$ cat src/hw/rtl/ealu_pkg.sv
package ealu_pkg;

    localparam int unsigned OpWidth   = 4;
    localparam int unsigned DataWidth = 8;

    typedef enum logic [OpWidth-1:0] {
        OP_ADD  = 4'd0,
        OP_SUB  = 4'd1,
        OP_CMP  = 4'd2,
        OP_ADDC = 4'd3,
        OP_MUL  = 4'd4,
        OP_XOR  = 4'd5,
        OP_AND  = 4'd6,
        OP_OR   = 4'd7,
        OP_DEC  = 4'd8,
        OP_INC  = 4'd9
    } ealu_op_t;

    typedef struct packed {
        logic [OpWidth-1:0]   operation;
        logic [DataWidth-1:0] operand_a;
        logic [DataWidth-1:0] operand_b;
        logic                 carry_in;
    } ealu_req_t;

    typedef struct packed {
        logic [DataWidth-1:0] result_a;
        logic [DataWidth-1:0] result_b;
        logic                 carry_out;
        logic                 zero_out;
    } ealu_res_t;

endpackage

$ cat src/hw/rtl/ealu_req_reg.sv
module ealu_req_reg (
    input  logic                clk,
    input  logic                rst_n,
    input  logic                in_valid,
    output logic                in_stall,
    input  ealu_pkg::ealu_req_t in_req,
    output logic                req_valid,
    output ealu_pkg::ealu_req_t req,
    input  logic                down_ready
);
    import ealu_pkg::*;

    logic      valid_reg;
    logic      valid_next;
    ealu_req_t req_reg;

    // hold the request while the result stage cannot take it
    assign in_stall   = valid_reg && !down_ready;
    assign valid_next = in_stall ? 1'b1 : in_valid;

    always_ff @(posedge clk or negedge rst_n)
    begin
        if (!rst_n)
        begin
            valid_reg <= 1'b0;
        end
        else
        begin
            valid_reg <= valid_next;
        end
    end

    always_ff @(posedge clk)
    begin
        if (!in_stall)
        begin
            req_reg <= in_req;
        end
    end

    assign req_valid = valid_reg;
    assign req       = req_reg;

endmodule

$ cat src/hw/rtl/ealu_core.sv
module ealu_core (
    input  ealu_pkg::ealu_req_t req,
    output ealu_pkg::ealu_res_t res
);
    import ealu_pkg::*;

    logic [DataWidth:0]     add_sum;
    logic [DataWidth:0]     addc_sum;
    logic [DataWidth:0]     diff;
    logic [2*DataWidth-1:0] prod;
    logic [DataWidth-1:0]   logic_val;

    always_comb
    begin
        add_sum   = {1'b0, req.operand_a} + {1'b0, req.operand_b};
        addc_sum  = add_sum + {{DataWidth{1'b0}}, req.carry_in};
        diff      = {1'b0, req.operand_a} - {1'b0, req.operand_b};
        prod      = {{DataWidth{1'b0}}, req.operand_a} * {{DataWidth{1'b0}}, req.operand_b};
        logic_val = req.operand_a;

        // pass both registers through, clear both flags
        res.result_a  = req.operand_a;
        res.result_b  = req.operand_b;
        res.carry_out = 1'b0;
        res.zero_out  = 1'b0;

        case (req.operation)
            OP_ADD:
            begin
                res.result_a  = add_sum[DataWidth-1:0];
                res.carry_out = add_sum[DataWidth];
            end
            OP_SUB:
            begin
                res.result_a  = diff[DataWidth-1:0];
                res.zero_out  = (diff[DataWidth-1:0] == '0);
                res.carry_out = diff[DataWidth];
            end
            OP_CMP:
            begin
                res.zero_out  = (req.operand_a == req.operand_b);
                res.carry_out = diff[DataWidth];
            end
            OP_ADDC:
            begin
                res.result_a  = addc_sum[DataWidth-1:0];
                res.carry_out = addc_sum[DataWidth];
            end
            OP_MUL:
            begin
                res.result_a = prod[DataWidth-1:0];
                res.result_b = prod[2*DataWidth-1:DataWidth];
                res.zero_out = (prod == '0);
            end
            OP_XOR, OP_AND, OP_OR:
            begin
                if (req.operation == OP_XOR)
                begin
                    logic_val = req.operand_a ^ req.operand_b;
                end
                else if (req.operation == OP_AND)
                begin
                    logic_val = req.operand_a & req.operand_b;
                end
                else
                begin
                    logic_val = req.operand_a | req.operand_b;
                end
                res.result_a = logic_val;
                res.zero_out = (logic_val == '0);
            end
            OP_DEC:
            begin
                res.result_a = req.operand_a - DataWidth'(1);
                res.zero_out = (req.operand_a == DataWidth'(1));
            end
            OP_INC:
            begin
                res.result_a  = req.operand_a + DataWidth'(1);
                res.carry_out = (req.operand_a == {DataWidth{1'b1}});
            end
            default:
            begin
                res.result_a = req.operand_a;
            end
        endcase
    end

endmodule

$ cat src/hw/rtl/ealu_res_reg.sv
module ealu_res_reg (
    input  logic                clk,
    input  logic                rst_n,
    input  logic                up_valid,
    output logic                up_ready,
    input  ealu_pkg::ealu_res_t up_res,
    output logic                out_valid,
    input  logic                out_stall,
    output ealu_pkg::ealu_res_t res
);
    import ealu_pkg::*;

    logic      valid_reg;
    logic      valid_next;
    ealu_res_t res_reg;

    // take a new result whenever the held one is gone or leaving
    assign up_ready   = !valid_reg || !out_stall;
    assign valid_next = up_ready ? up_valid : 1'b1;

    always_ff @(posedge clk or negedge rst_n)
    begin
        if (!rst_n)
        begin
            valid_reg <= 1'b0;
        end
        else
        begin
            valid_reg <= valid_next;
        end
    end

    always_ff @(posedge clk)
    begin
        if (up_ready && up_valid)
        begin
            res_reg <= up_res;
        end
    end

    assign out_valid = valid_reg;
    assign res       = res_reg;

endmodule

$ cat src/hw/rtl/eight_bit_alu_with_flags.sv
// Eight-bit ALU with carry and zero flags. One request per cycle is taken while
// in_stall is low, and each gives one result: the request is captured in an
// input register, all ten operations (8x8 multiply included) are evaluated
// in one pass of logic, and the result lands in an output register. The
// 8x8 multiplier between the two registers sets the cycle time. Both flags
// start cleared for every request; undefined operation codes pass the
// operands through with both flags clear. A held result does not block the
// input register, so one request can still be taken while out_stall is high.
module eight_bit_alu_with_flags (
    input  logic                               clk,
    input  logic                               rst_n,
    input  logic                               in_valid,
    output logic                               in_stall,
    input  logic [ealu_pkg::OpWidth-1:0]       operation,
    input  logic [ealu_pkg::DataWidth-1:0]     operand_a,
    input  logic [ealu_pkg::DataWidth-1:0]     operand_b,
    input  logic                               carry_in,
    output logic                               out_valid,
    input  logic                               out_stall,
    output logic [ealu_pkg::DataWidth-1:0]     result_a,
    output logic [ealu_pkg::DataWidth-1:0]     result_b,
    output logic                               carry_out,
    output logic                               zero_out
);
    import ealu_pkg::*;

    ealu_req_t in_req;
    ealu_req_t req;
    ealu_res_t core_res;
    ealu_res_t res;
    logic      req_valid;
    logic      res_ready;

    assign in_req.operation = operation;
    assign in_req.operand_a = operand_a;
    assign in_req.operand_b = operand_b;
    assign in_req.carry_in  = carry_in;

    ealu_req_reg u_req_reg (
        .clk        (clk),
        .rst_n      (rst_n),
        .in_valid   (in_valid),
        .in_stall   (in_stall),
        .in_req     (in_req),
        .req_valid  (req_valid),
        .req        (req),
        .down_ready (res_ready)
    );

    ealu_core u_core (
        .req (req),
        .res (core_res)
    );

    ealu_res_reg u_res_reg (
        .clk       (clk),
        .rst_n     (rst_n),
        .up_valid  (req_valid),
        .up_ready  (res_ready),
        .up_res    (core_res),
        .out_valid (out_valid),
        .out_stall (out_stall),
        .res       (res)
    );

    assign result_a  = res.result_a;
    assign result_b  = res.result_b;
    assign carry_out = res.carry_out;
    assign zero_out  = res.zero_out;

    // a stall upstream only comes from a full, stalled pipe
    assert property (@(posedge clk) disable iff (!rst_n)
        in_stall |-> (req_valid && out_valid && out_stall))
        else $error("input stalled without a held result");

    // a request leaving the input register shows up as a result
    assert property (@(posedge clk) disable iff (!rst_n)
        (req_valid && res_ready) |=> out_valid)
        else $error("request lost between stages");

    // no operation can raise both flags
    assert property (@(posedge clk) disable iff (!rst_n)
        out_valid |-> !(carry_out && zero_out))
        else $error("carry and zero both set");

    // an open output never backs up the input
    assert property (@(posedge clk) disable iff (!rst_n)
        !out_stall |-> !in_stall)
        else $error("input stalled while output is open");

endmodule
$ cat config.mk
export PLATFORM = sky130hd
export DESIGN_NAME = eight_bit_alu_with_flags
export DESIGN_NICKNAME = d
export VERILOG_FILES = /design/src/hw/rtl/ealu_pkg.sv /design/src/hw/rtl/ealu_req_reg.sv /design/src/hw/rtl/ealu_core.sv /design/src/hw/rtl/ealu_res_reg.sv /design/src/hw/rtl/eight_bit_alu_with_flags.sv
export SDC_FILE = /design/constraint.sdc
export NUM_CORES = 1
export LEC_CHECK = 0
export BUFFER_PORTS_ARGS = -buffer_cell sky130_fd_sc_hd__buf_4
export CAP_MARGIN = 15
export CORE_ASPECT_RATIO = 1.1
export CORE_MARGIN = 8
export CORE_UTILIZATION = 62
export DETAILED_ROUTE_END_ITERATION = 10
export GPL_ROUTABILITY_DRIVEN = 0
export PLACE_DENSITY = 0.83
export SLEW_MARGIN = 20
export SYNTH_ARGS = -nofsm -noshare
export SYNTH_HDL_FRONTEND = slang
export SYNTH_SLANG_ARGS = --single-unit
export TNS_END_PERCENT = 10
$ cat constraint.sdc
create_clock -name clk -period 5.05 [get_ports clk]
set_input_delay 0.505 -clock clk [delete_from_list [all_inputs] [get_ports clk]]
set_output_delay 0.505 -clock clk [all_outputs]
set_load 0.1 [all_outputs]
== After elaboration in Yosys (flattened, before gate mapping) ==
Index checks and enable logic that the tools add are counted.

* Input port bits: 25
* Flip-flop bits (word level): 41
* Logic and storage cells: 52

* Add/subtract/negate cells: 5
* Bitwise operators: 3
* Reduce and logical (&&, ||, !) cells: 12
* Equality and inequality tests: 12
* Multiply operators: 1
* Muxes and demuxes: 9

{| class="wikitable"
|+ Operators by type and width
! cell !! count
|-
| $pmux W8 S7 || 1
|-
| $mux W8 || 4
|-
| $eq A4 B3 Y1 const B || 4
|-
| $logic_not A16 Y1 || 1
|-
| $logic_not A8 Y1 || 2
|-
| $mul A8 B8 Y16 || 1
|-
| $add A8 B8 Y9 || 1
|-
| $add A9 B1 Y9 || 1
|-
| $sub A8 B8 Y9 || 1
|-
| $add A8 B1 Y8 const B || 1
|-
| $and A8 B8 Y8 || 1
|-
| $eq A4 B2 Y1 const B || 2
|-
| $eq A4 B4 Y1 const B || 2
|-
| $eq A8 B1 Y1 const B || 1
|-
| $eq A8 B8 Y1 || 1
|-
| $eq A8 B8 Y1 const B || 1
|-
| $or A8 B8 Y8 || 1
|-
| $sub A8 B1 Y8 const B || 1
|-
| $xor A8 B8 Y8 || 1
|-
| $pmux W1 S5 || 1
|-
| $eq A4 B1 Y1 const B || 1
|-
| $logic_not A4 Y1 || 1
|-
| $pmux W1 S4 || 1
|-
| $logic_not A1 Y1 || 3
|-
| 5 further kinds || 7
|}

== Logic depth before layout (Yosys ltp) ==
Gate-level depths: netlist (run 1).

* Depth after elaboration: 6
* Mapped depth: 19
* Gate-level depth less buffers: 18

== Modules after synthesis ==
From an unflattened synthesis (run 1), not the netlist that was laid out.

* Cells, all modules: 614
* Area total of the unflattened synthesis: 5377.7 µm²

{| class="wikitable"
|+ Modules (own cells, without submodules)
! module !! times used !! cells each !! area an instance (µm²) !! seq. area each (µm²)
|-
| ealu_core || 1 || 567 || 4107.7 || 0.0
|-
| ealu_req_reg || 1 || 25 || 681.9 || 655.6
|-
| ealu_res_reg || 1 || 22 || 588.1 || 565.5
|}

== Least setup slack after synthesis (run 1) ==
No wires, ideal clock.

* Kind: flip-flop to flip-flop
* Start point: register u_req_reg.req_reg (netlist bit u_req_reg.req[10])
* End point: register u_res_reg.res_reg (netlist bit u_res_reg.res[0]), data pin
* Path buffers: 1
* Slack: 0.544 ns
* Arrival time: 4.247 ns
* Cell stages (with the launch flop): 16
* Path through: edfxtp_1 > buf_2 > nand2_1 > fa_1 > fa_1 > fa_1 > fa_1 > inv_1 > ha_1 > a21oi_1 > o22ai_1 > o31ai_1 > a21boi_0 > o2111a_1 > nand4_1 > o21ai_1

{| class="wikitable"
|+ RTL lines
! item !! RTL line !! RTL
|-
| from (decl) || ealu_req_reg.sv:15 || <nowiki>ealu_req_t req_reg;</nowiki>
|-
| from (signal assigned) || ealu_req_reg.sv:37 || <nowiki>req_reg <= in_req;</nowiki>
|-
| to (signal assigned) || ealu_res_reg.sv:37 || <nowiki>res_reg <= up_res;</nowiki>
|-
| to (decl) || ealu_res_reg.sv:15 || <nowiki>ealu_res_t res_reg;</nowiki>
|}

==> flow_summary.toml, run 1 <==
[yosys]
yosys_warnings = 0
syn_inst = 623
synth_top_flop_cell = "edfxtp_1"
yosys.area.top_type_share = 0.212
synth_cell_type_count = 73
syn_area_per_cell_um2 = 8.87
nets_in_the_synthesized_netlist = 751
proportion_of_register_bits_with_asynchronous_set_or_reset_after_synthesis = 0.0488
synth-edff-count = 39
synth_seq_area_share = 0.221
syn-cell-area_um2 = 5520
synth.ff_latch_count = 41
library_cell_with_the_largest_summed_area_after_synthesis = "edfxtp_1"
synth_area_leaders = "edfxtp_1 21%, ha_1 15%, fa_1 14%"

[setup_path]
setup.worst_path.class = "reg2reg"
cp_data_required_time_ns = 5.11
cp_max_fo = 6
cp-start-kind = "flop"
arrival_time_worst_endpoint_ns = 4.92
endpoint_kind = "flop"

[run_status]
outcome = "complete, no violations"

[pwr]
power_share_of_the_clock_group = 0.116
intPower_mw = 1.23
maximum_ir_drop_on_the_vdd_rail_mv = 0.329
power_density_nw_per_um2 = 414
pwr-share-seq = 0.179
comb_power_share = 0.705
power_switching_share = 0.517
netSwitchingPower_mw = 1.32
power.static_leakage_nw = 2.72

[timing]
slew_headroom = 0.366
final.setup_skew_ns = 0.00597
drv_slew = 0
timing.final.crit_share = 0.964
worst_slew_pin_slew_ns = 0.943
postLayoutSetupSlackWorst_ns = 0.183
final_period_minus_worst_setup_slack_ns = 4.87
max_freq_mhz = 205
setup_viol_count_final = 0
finalHoldViolCount = 0
fin_setup_tns_ns = 0

[finish]
nFillCells = 679
post_route_cells_drive_above_1_share = 0.137
synthesis_to_layout_area_growth_pct = 11.4
n_antenna_cell = 0
nNetsFinal = 797
flip_flop_count_of_the_largest_register_all_copies_and_words_added = 21
utilization = 0.701

[clock_tree]
cts_tree = "done"
cts_buffers = 5
clk_latency_ns = 0.32
clkSlewWorstSetupHoldPaths_ns = 0.09
ctsRootBufferMaster = "clkbuf_8"
ctsHtreeMaxLevel = 2
max-clock-path-buffers = 2
cts.sink_count = 41

[route]
drtAntennaViolNets = 0
drt_pre_antenna_iters = 6
detail_route.wl_per_cell_um = 20.8
via_count = 5218
drt-vias-per-instance = 6.66
drt-initial-drc-count = 776
drcViolationCount = 0
final_wl_um = 16300

[floorplan]
initial_utilization = 0.629
dieHeight_um = 115
coreArea_um2 = 8780
placementRows = 36
floorplan.io_pins = 45
die_width_um = 106
design.die.area_um2 = 12200

[global_route]
grt-ovfl-total = 0
antenna_found_initial = 0
global_route_wire_length_before_repair_um = 25700
number_of_global_route_vias_before_repair = 5081
grt_usage = 0.268
grt_max_degree = 29

[placed_design]
dp_worst_setup_slack_ns = 0.102
dp_hpwl_um = 12200
placement.io_buffers = 44

[flow_run]
max_capacitance_violation_count = 0

[worst_hold_path]
hold_path_class = "in2reg"
==> worst paths after layout <==
kind / to / cells past startpoint / startpoint / slack [ns]
worst max-delay path: u_res_reg.res[0] / 17 / u_req_reg.req[4] / 0.18
worst min-delay path: u_req_reg.req[20] / 1 / operation[3] / 0.36
worst max register to register: u_res_reg.res[0] / 17 / u_req_reg.req[4] / 0.18
worst min register to register: u_res_reg.out_valid / 1 / u_req_reg.req_valid / 0.49
max in group asynchronous: u_res_reg.out_valid / 2 / rst_n / 4.47
min in group asynchronous: u_req_reg.req_valid / 2 / rst_n / 0.50
==> power by group through the flow <==
stage / Sequential (mW) / Combinational [mW] / Clock (mW)
final: 0.457 / 1.80 / 0.295
after CTS: 0.457 / 1.66 / 0.299
after floorplan: 0.578 / 1.14 / 0
after detailed placement: 0.465 / 1.64 / 0
after global routing: 0.462 / 1.94 / 0.305
after global placement: 0.463 / 1.57 / 0
==> layer usage <==
layer	routed length, µm	track usage	vias to the layer above
met5	0	0	-
li1	-	-	2272
met2	7580	0.420	416
met4	1040	0.179	0
met3	1800	0.0544	92
met1	5910	0.329	2438
==> cells in the final DEF (no fill, tap or decap), drive strengths merged, types with 6 or more instances in the layout <==
master / n
nand4: 7
nand3: 12
a211oi: 8
a21oi: 35
nor3: 12
o21a: 6
fa: 38
inv: 84
o211ai: 8
a22oi: 9
edfxtp: 39
nor2: 60
xnor2: 27
ha: 65
a221oi: 6
nand2b: 8
clkbuf: 6
buf: 62
o21ai: 27
nand2: 56
o22ai: 7
==> cells by family after synthesis <==
kind of cell,Yosys count,synth area share
compound gates,151,0.193
fa+ha+maj,103,0.285
xor+xnor,32,0.0507
simple gates,180,0.157
buf+inv,113,0.0877
mux,3,0.00566
flops,41,0.221
==> cell type report <==
cell class	instances	area, µm²	share of cell area
Sequential cell	41	1220	0.198
Timing Repair Buffer	63	475	0.0772
Clock buffer	6	82.6	0.0134
Inverter	89	334	0.0543
Clock inverter	2	37.5	0.00610
Tap cell	114	143	0.0232
Multi-Input combinational cell	469	3860	0.627
==> worst max-delay path, stage by stage (launching register included) <==
cell and delay, ns:
edfxtp_1 0.46, ha_1 0.26, inv_1 0.12, fa_1 0.55
inv_1 0.04, ha_1 0.27, inv_1 0.06, fa_1 0.52
fa_1 0.54, inv_1 0.04, ha_1 0.36, o21a_1 0.26
a211oi_1 0.36, o32ai_1 0.19, and4_1 0.25, o2111a_1 0.14
nand4_1 0.10, o21ai_1 0.07
==> cells in the mapped netlist (5+ instances only) <==
library cell  count
buf_6             6
o21a_1            6
o21ai_0          25
edfxtp_1         39
a211oi_1          7
a22oi_1           9
o211ai_1          7
a21oi_1          34
o31ai_1           5
nor3_1           11
xnor2_1          27
nand2_1          56
ha_1             65
fa_1             38
xor2_1            5
inv_1            83
nand3_1          12
o22ai_1           7
nand2b_1          7
nand4_1           6
clkbuf_1          8
buf_2             8
nor2_1           60
clkinv_1          5
a221oi_1          6
==> timing repair <==
item / CTS / global route
setup buffers: 0 / 4
endpoints found under the setup margin: 0 / 3
hold buffers: 1 / 0
gates resized for setup: 0 / 7
endpoints found under the hold margin: 2 / 0
==> metrics by stage <==
stage	total power, mW	hold WS [ns]	cells	area (µm²)
after global routing	2.71	0.349	784	6160
after floorplan	1.72	0.209	623	5520
final	2.55	0.357	784	6160
after CTS	2.42	0.347	780	6090
after detailed placement	2.10	0.291	771	5960
after global placement	2.03	0.287	771	5960
Power figures use the tool's default switching activity.
==> inputs of run 2 (changes only) <==
--- a/config.mk
+++ b/config.mk
@@ -12,7 +12,7 @@
 export CORE_UTILIZATION = 62
 export DETAILED_ROUTE_END_ITERATION = 10
 export GPL_ROUTABILITY_DRIVEN = 0
-export PLACE_DENSITY = 0.83
+export PLACE_DENSITY = 0.82
 export SLEW_MARGIN = 20
 export SYNTH_ARGS = -nofsm -noshare
 export SYNTH_HDL_FRONTEND = slang
==> run 2 against run 1 <==
Net effect: combinational power shrank 2%; routed wire length shrank 1.8%; largest power group unchanged; critical path type unchanged; first-iteration DRC count shrank 9.8%.
==> flow_summary.toml, run 2 (synthesis results as in run 1) <==
[timing]
slew_headroom = 0.370
final.setup_skew_ns = 0.0105
postLayoutSetupSlackWorst_ns = 0.268
worst_slew_pin_slew_ns = 0.945
final.hold.worst_slack_ns = 0.359
grt_setup_unrepaired = "false"
finalHoldViolCount = 0
fin_setup_tns_ns = 0
final_period_minus_worst_setup_slack_ns = 4.78
timing.final.crit_share = 0.947
max_freq_mhz = 209
setup_viol_count_final = 0
drv_slew = 0

[floorplan]
die_width_um = 106
coreArea_um2 = 8780
dieHeight_um = 115
floorplan.io_pins = 45
placementRows = 36
initial_utilization = 0.629
design.die.area_um2 = 12200

[placed_design]
dp_hpwl_um = 12300
dp_worst_setup_slack_ns = 0.228
placement.io_buffers = 44

[clock_tree]
cts_buffers = 5
clk_latency_ns = 0.32
ctsRootBufferMaster = "clkbuf_8"
ctsHtreeMaxLevel = 2
cts.sink_count = 41
post-cts-setup-buffers = 0
max-clock-path-buffers = 2
clkSlewWorstSetupHoldPaths_ns = 0.09
cts_tree = "done"

[run_status]
outcome = "complete, no violations"

[flow_run]
max_capacitance_violation_count = 0

[route]
drtAntennaViolNets = 0
detail_route.wl_per_cell_um = 20.6
drt_pre_antenna_iters = 6
drt-initial-drc-count = 700
drt-vias-per-instance = 6.54
drcViolationCount = 0
via_count = 5103
final_wl_um = 16000

[global_route]
grt-ovfl-total = 0
antenna_found_initial = 0
grt_usage = 0.277
grt_max_degree = 29
global_route_wire_length_before_repair_um = 26500
number_of_global_route_vias_before_repair = 5271

[setup_path]
critical_path_s_most_frequent_cell = "inv_1"
critPathSlowestCell = "fa_1"
slowest_delay_ns = 0.56
top_family_by_delay_on_critical_path = "adder cells"
setup_slack_reg_to_reg_ns = 0.27
cp_data_required_time_ns = 5.10
arrival_time_worst_endpoint_ns = 4.84
endpoint_kind = "flop"
cp-start-kind = "flop"
timing.critical_path.buf_inv = 4
timing.critical_path.depth = 17
crit_chain = "ha_1 > inv_1 > fa_1 > inv_1 > ha_1 > inv_1 > fa_1 > fa_1 > inv_1 > ha_1 > o21a_1 > a211oi_1 > o32ai_2 > and4_1 > o2111a_1 > nand4_1 > o21ai_1"
cp_max_fo = 6
r2r_cells = 17
setup.worst_path.class = "reg2reg"

[worst_hold_path]
min_path_cells = 1
hold_path_class = "in2reg"

[pwr]
pwr-share-seq = 0.182
maximum_ir_drop_on_the_vdd_rail_mv = 0.441
power_share_of_the_clock_group = 0.115
netSwitchingPower_mw = 1.28
power.static_leakage_nw = 2.71
power_density_nw_per_um2 = 410
intPower_mw = 1.23
power_switching_share = 0.510
comb_power_share = 0.703

[finish]
flip_flop_count_of_the_largest_register_all_copies_and_words_added = 21
nNetsFinal = 793
mostFrequentLayoutCell = "inv_1"
n_antenna_cell = 0
synthesis_to_layout_area_growth_pct = 10.8
layout_common_cells = "83 x inv_1, 64 x ha_1, 60 x nor2_1"
post_route_cells_drive_above_1_share = 0.132
==> run 2: cell types whose count changed in the layout (fill, tap and decap cells not counted), sizes merged <==
cell,before,now
buf,62,58
clkinvlp,1,0
clkbuf,6,7
==> run 2: timing repair <==
| item | CTS | global route |
|---|---|---|
| hold buffers | 1 | 0 |
| endpoints found under the setup margin | 0 | 3 |
| resized for setup | 0 | 7 |
| endpoints found under the hold margin | 2 | 0 |
==> run 2: stage by stage <==
| step | total power, mW | cell area, µm² | cells | util |
|---|---|---|---|---|
| finish | 2.51 | 6120 | 780 | 0.697 |
| global route | 2.69 | 6120 | 780 | 0.697 |
| CTS | 2.41 | 6080 | 780 | 0.692 |
| detailed placement | 2.11 | 5960 | 771 | 0.678 |
| global placement | 2.05 | 5960 | 771 | 0.678 |
| floorplan | 1.72 | 5520 | 623 | - |
==> run 2: worst paths after layout <==
check	endpoint	from
max	u_res_reg.res[0]	u_req_reg.req[4]
min	u_req_reg.req[20]	operation[3]
max reg2reg	u_res_reg.res[0]	u_req_reg.req[4]
min reg2reg	u_res_reg.out_valid	u_req_reg.req_valid
max in group asynchronous	u_req_reg.req_valid	rst_n
min in group asynchronous	u_res_reg.out_valid	rst_n
==> run 2: final cells by class <==
type	count	area [µm²]
Clock buffer	7	86.3
Timing Repair Buffer	59	445
Inverter	89	334
Fill cell	681	2660
Sequential cell	41	1220
Tap cell	114	143
Clock inverter	1	30.0
Multi-Input combinational cell	469	3860
==> run 2: metal layers <==
metal,global-route usage,wire [µm]
met2,0.446,7450
met1,0.328,5890
met5,0,0
met4,0.180,1150
met3,0.0600,1560
==> run 2: worst register-to-register path: cells and delay by family, from the launching register on <==
family,cells,cell delay (ns)
buffers and inverters,4,0.29
and+or+nand+nor,2,0.33
DFF,1,0.45
AOI/OAI and AO/OA,5,0.94
adders and majority gates,6,2.51
==> run 2: power by group through the flow <==
stage	sequential, mW	clock (mW)	combinational (mW)
3_5_place_dp	0.463	0	1.64
6_report	0.458	0.288	1.76
4_1_cts	0.456	0.295	1.66
5_1_grt	0.463	0.303	1.93
2_1_floorplan	0.578	0	1.14
3_3_place_gp	0.463	0	1.58
